File: src/design/ffba_pkg.sv
package ffba_pkg;

	localparam int NUM_BLOCKS  = 1024;
	localparam int BLOCK_BYTES = 32;
	localparam int ADDR_W      = 10;
	localparam int LEN_W       = 11;
	localparam int POS_W       = 12;
	localparam int BYTE_SHIFT  = 5;
	localparam int WORD_W      = LEN_W + 1;

	typedef enum logic [1:0] {
		STAT_OK      = 2'd0,
		STAT_OOM     = 2'd1,
		STAT_BAD_HDL = 2'd2
	} status_t;

	localparam logic CMD_ALLOC = 1'b0;
	localparam logic CMD_FREE  = 1'b1;

	typedef struct packed {
		logic             too_big;
		logic [LEN_W-1:0] need;
	} need_t;

endpackage

File: src/design/ffba_need.sv
module ffba_need (
	input  logic           clk,
	input  logic           load,
	input  logic [31:0]    elem_count,
	input  logic [31:0]    elem_size,
	output ffba_pkg::need_t need
);
	import ffba_pkg::*;

	logic [63:0]      bytes_s1;
	need_t            need_s2;
	logic [LEN_W-1:0] quot;
	logic [LEN_W:0]   blocks;

	always_comb begin
		quot   = {1'b0, bytes_s1[BYTE_SHIFT+ADDR_W-1:BYTE_SHIFT]}
			+ {{(LEN_W-1){1'b0}}, |bytes_s1[BYTE_SHIFT-1:0]};
		blocks = {1'b0, quot} + {{LEN_W{1'b0}}, 1'b1};
	end

	always_ff @(posedge clk) begin
		if (load) begin
			bytes_s1 <= elem_count * elem_size;
		end
		need_s2.too_big <= (|bytes_s1[63:BYTE_SHIFT+ADDR_W])
			|| (blocks > (LEN_W+1)'(NUM_BLOCKS));
		need_s2.need    <= blocks[LEN_W-1:0];
	end

	assign need = need_s2;

endmodule

File: config.mk
export PLATFORM = sky130hd
export DESIGN_NAME = ffba_need
export DESIGN_NICKNAME = d
export VERILOG_FILES = /design/src/design/ffba_pkg.sv /design/src/design/ffba_need.sv
export SDC_FILE = /design/constraint.sdc
export NUM_CORES = 2
export LEC_CHECK = 0
export BUFFER_PORTS_ARGS = -buffer_cell sky130_fd_sc_hd__buf_2
export CAP_MARGIN = 40
export CELL_PAD_IN_SITES_DETAIL_PLACEMENT = 2
export CELL_PAD_IN_SITES_GLOBAL_PLACEMENT = 2
export CORE_AREA = 3 3 281 283
export CTS_BUF_LIST = sky130_fd_sc_hd__clkbuf_4 sky130_fd_sc_hd__clkbuf_8
export CTS_CLUSTER_SIZE = 14
export DETAILED_ROUTE_END_ITERATION = 16
export DIE_AREA = 0 0 284 286
export PLACE_DENSITY_LB_ADDON = 0.1
export SYNTH_ARGS = -nofsm -noshare
export SYNTH_HDL_FRONTEND = slang
export SYNTH_SLANG_ARGS = --single-unit
File: constraint.sdc
create_clock -name clk -period 15.5 [get_ports clk]
set_input_delay 3.1 -clock clk [delete_from_list [all_inputs] [get_ports clk]]
set_output_delay 3.1 -clock clk [all_outputs]
set_load 0.02 [all_outputs]
After elaboration in Yosys (flattened, before gate mapping)
Index checks and enable logic that the tools add are counted.
{ "totals": {"ff_bits": 76, "in_bits": 66, "output_inout_bits": 12} }
{ "op_classes": {"mul": 1, "reduce_logical": 3, "add_sub_neg": 2, "order_cmp": 1} }
{ "ops": {"columns": ["operator", "n"], "rows": [
  ["$mul A32 B32 Y64", 1],
  ["$reduce_or A49 Y1", 1],
  ["$add A11 B1 Y12 const B", 1],
  ["$gt A12 B11 Y1 const B", 1],
  ["$add A10 B1 Y11", 1],
  ["$reduce_or A5 Y1", 1],
  ["$logic_or A1 B1 Y1", 1]
]} }

Logic depth before layout (Yosys ltp)
{ "logic_depth": {"depth_word": 5, "depth_mapped": 29} }

Least setup slack after synthesis
No wires, ideal clock.
{ "synth_timing": {"path_kind": "input -> register", "startpoint": "input elem_count[31]", "endpoint": "register bytes_s1[61], data pin", "setup_ns": 0.260, "path_stages": 25, "arrival_time_ns": 9.625, "required_time_ns": 15.240, "setup_slack_ns": 5.614, "cell_sequence": "clkbuf_1 nand2_1 fa_1 inv_1 fa_1 fa_1 inv_1 fa_1 inv_1 fa_1 fa_1 fa_1 inv_1 fa_1 inv_1 ha_1 and3_1 and2_1 nand3_1 or4b_1 o32a_2 nand2_2 a221o_2 a311oi_2 xnor2_1"} }
{ "synth_between": {"elab_chain_len": 1} }
{ "synth_lines": {"columns": ["element", "line", "rtl"], "rows": [
  ["start: declaration", "ffba_need.sv:4", "input logic [31:0] elem_count,"],
  ["$mul A32 B32 Y64", "ffba_need.sv:23", "bytes_s1 <= elem_count * elem_size;"],
  ["end signal: assignment", "ffba_need.sv:23", null],
  ["end: declaration", "ffba_need.sv:10", "logic [63:0] bytes_s1;"]
]} }
No other way between the ends.
A chain may end at the register's enable or synchronous reset.

Worst setup path after layout
{ "layout_timing": {"startpoint": "input elem_count[16]", "endpoint": "register bytes_s1[56], data pin"} }
Same word-level chain as after synthesis.

==> impl_results.md <==
- Routed vias: about 26000
- Initial cell density of the core: 0.4663
- Die Width: 284 um
- Total track usage: 0.3205
- Final worst slack: about 4.5 ns
- CTS Buffer Depth: 2
- Resize count post-CTS: 0
- Final wirelength: ~130000 um
- Reg clk slew, reported paths: roughly 0.08 ns
- Setup tns final: 0 ns
- RSZ-0062 raised after global routing: no
- Port bufs: 77
- Syn_nets: between 5000 and 6000
- Max-Cap Viols: 0
- CTS sink cnt: 76
- Critical path fanouts, max: 32
- Initial DRT Pass Iterations: 7
- Final GP Congestion: between 0.8 and 0.9
- Worst-skew pair later-pin latency: roughly 0.38 ns
- Crit share post-route: 0.7092
- Final Skew: just under 0.01 ns
- Avg Vias per Cell: between 5 and 6
- Vias in the first global route: about 33000
- Fmax: approximately 90 MHz
- WS Path Type: in2reg
- FILL cells: around 8200
- ANT nets after route: 0
- Sequential-to-total area share from yosys stat: 0.06025
- Least-Margin Pin Slew: just under 1 ns
- Max Slew Vio Count: 0
- Ys Warns: 0
- Layout cells sized above 1: 0.03479
- Routed len/inst: 26.48 um
- Die height: approximately 290 um
- First-pass GRT wire length: a little under 200000 um
- FF+latch count, synth: 76
- Critical path arrival: 11.12 ns
- H-tree Lvls: 3
- Nets@finish: about 5000
- DRT iter0 DRCs: ~1200
- Detailed Place HPWL: around 100000 um
- Setup crit end kind: register
- Area of the multi-input gates: between 20000 and 30000 um^2
- Commonest non-fill, non-tap cell in the layout: fa_1
- Asr flop ratio synth: 0
- Total gr overflow: 0
- Min-Delay Path Class: reg2reg
- Setup crit start kind: input pin
- Post-synth cell types: 70
- Avg Inst Size Synth: 9.354 um^2
- DRC viols: 0
- Final hold slack: around 0.5 ns
- Final setup violation count: 0
- Largest net degree at the start of global routing: 65
- Root Buffer: clkbuf_8
- CTS tree: built
- Register Area: around 2200 um^2
- Cts hold-fix bufs: 0
- Status: finished, final reports clean
- P&R area growth vs syn: 3.591%
- CP required: ~16 ns
- Initial antenna violation count: 9
- Pre-CTS setup slack: 4.114 ns
- Post-Syn Instances: ~3800
- CTS buffer count: 9
- Die Footprint: 81220 um^2
- Most frequent cells in the layout: fa_1 (896), inv_1 (891), and2_1 (604), nand2_1 (480), ha_1 (265)
- Core ar.: between 70000 and 80000 um^2
- FP Rows: between 100 and 150
- Slew HR: 0.3516
- Setup bufs post-CTS: 0
- Final hold violation count: 0
- EDFF count, synth: 64
- Ys flop type: edfxtp_1
- Minimum clock period: roughly 11 ns
- Ports: 78
- Area of the mapped netlist: between 30000 and 40000 um^2
-- logic make-up after synthesis --
family,count (synthesis),share of synthesized area
compound gates,216,0.04013
fa+ha+maj,1161,0.5923
buf+inv,1101,0.1153
xor+xnor,69,0.01684
flops,76,0.06025
simple gates,1213,0.1752
-- registers in the layout, summed over array words and instances (netlist names) --
register	count
bytes_s1	64
need	12
-- critical path: stages --
cell and delay (ns):
buf_2 0.66, and2_1 0.27, fa_1 0.40, inv_1 0.10
fa_1 0.46, fa_1 0.51, fa_1 0.56, inv_1 0.06
fa_1 0.51, inv_1 0.06, fa_1 0.54, inv_1 0.06
fa_1 0.41, fa_1 0.55, ha_1 0.49, nand2_1 0.08
o21ai_0 0.60, a21oi_1 0.21, nor3_1 0.24, a21oi_1 0.10
a211oi_1 0.59, o21a_1 0.27, o211ai_1 0.12, o311a_1 0.14
-- per-layer routing --
metal  part of all wire  wire [um]  track usage
met5                  0          0            0
met1               0.37      46560       0.3590
met2               0.54      68110       0.5984
met3              0.033       4180      0.03187
met4              0.062       7871       0.1749
-- stage by stage --
stage | instances | util | cell area [um^2]
CTS | 4775 | 0.4822 | 37110
global route | 4778 | 0.4828 | 37150
detailed placement | 4759 | 0.4795 | 36900
global placement | 4758 | 0.4793 | 36880
finish | 4786 | 0.4830 | 37170
floorplan | 3836 | - | 35880
-- Yosys cell counts (16+ instances only) --
| master | number | area (um^2) |
|---|---|---|
| nand3_1 | 19 | 95.09 |
| nor2_1 | 28 | 105.1 |
| ha_1 | 265 | 3316 |
| and2_1 | 604 | 3779 |
| xnor2_1 | 47 | 411.6 |
| xor2_1 | 22 | 192.7 |
| edfxtp_1 | 64 | 1922 |
| o21ai_0 | 33 | 165.2 |
| clkbuf_1 | 205 | 769.5 |
| a21oi_1 | 71 | 355.3 |
| a21o_1 | 28 | 210.2 |
| nand4_1 | 16 | 100.1 |
| fa_1 | 896 | 17940 |
| nand2_1 | 480 | 1802 |
| inv_1 | 891 | 3344 |
-- area by class of cell --
type                       count  area share
tap                         1040     0.03501
clock inverter                 6    0.001851
antenna                        9   0.0006059
multi-input combinational   2659      0.7959
inverter                     893     0.09017
timing repair buffer          93     0.01461
clock buffer                  10    0.003703
sequential                    76     0.05816
-- final timing paths --
| kind | from | to | slack, ns | cells past startpoint |
|---|---|---|---|---|
| max | elem_count[16] | bytes_s1[56] | 4.51 | 24 |
| min | bytes_s1[9] | need[4] | 0.51 | 1 |
| max reg2reg | bytes_s1[0] | need[11] | 13.19 | 7 |
| min reg2reg | bytes_s1[9] | need[4] | 0.51 | 1 |
Power is not shown: default switching activity piles up to over one toggle a cycle in this logic, so the estimate is an artifact.
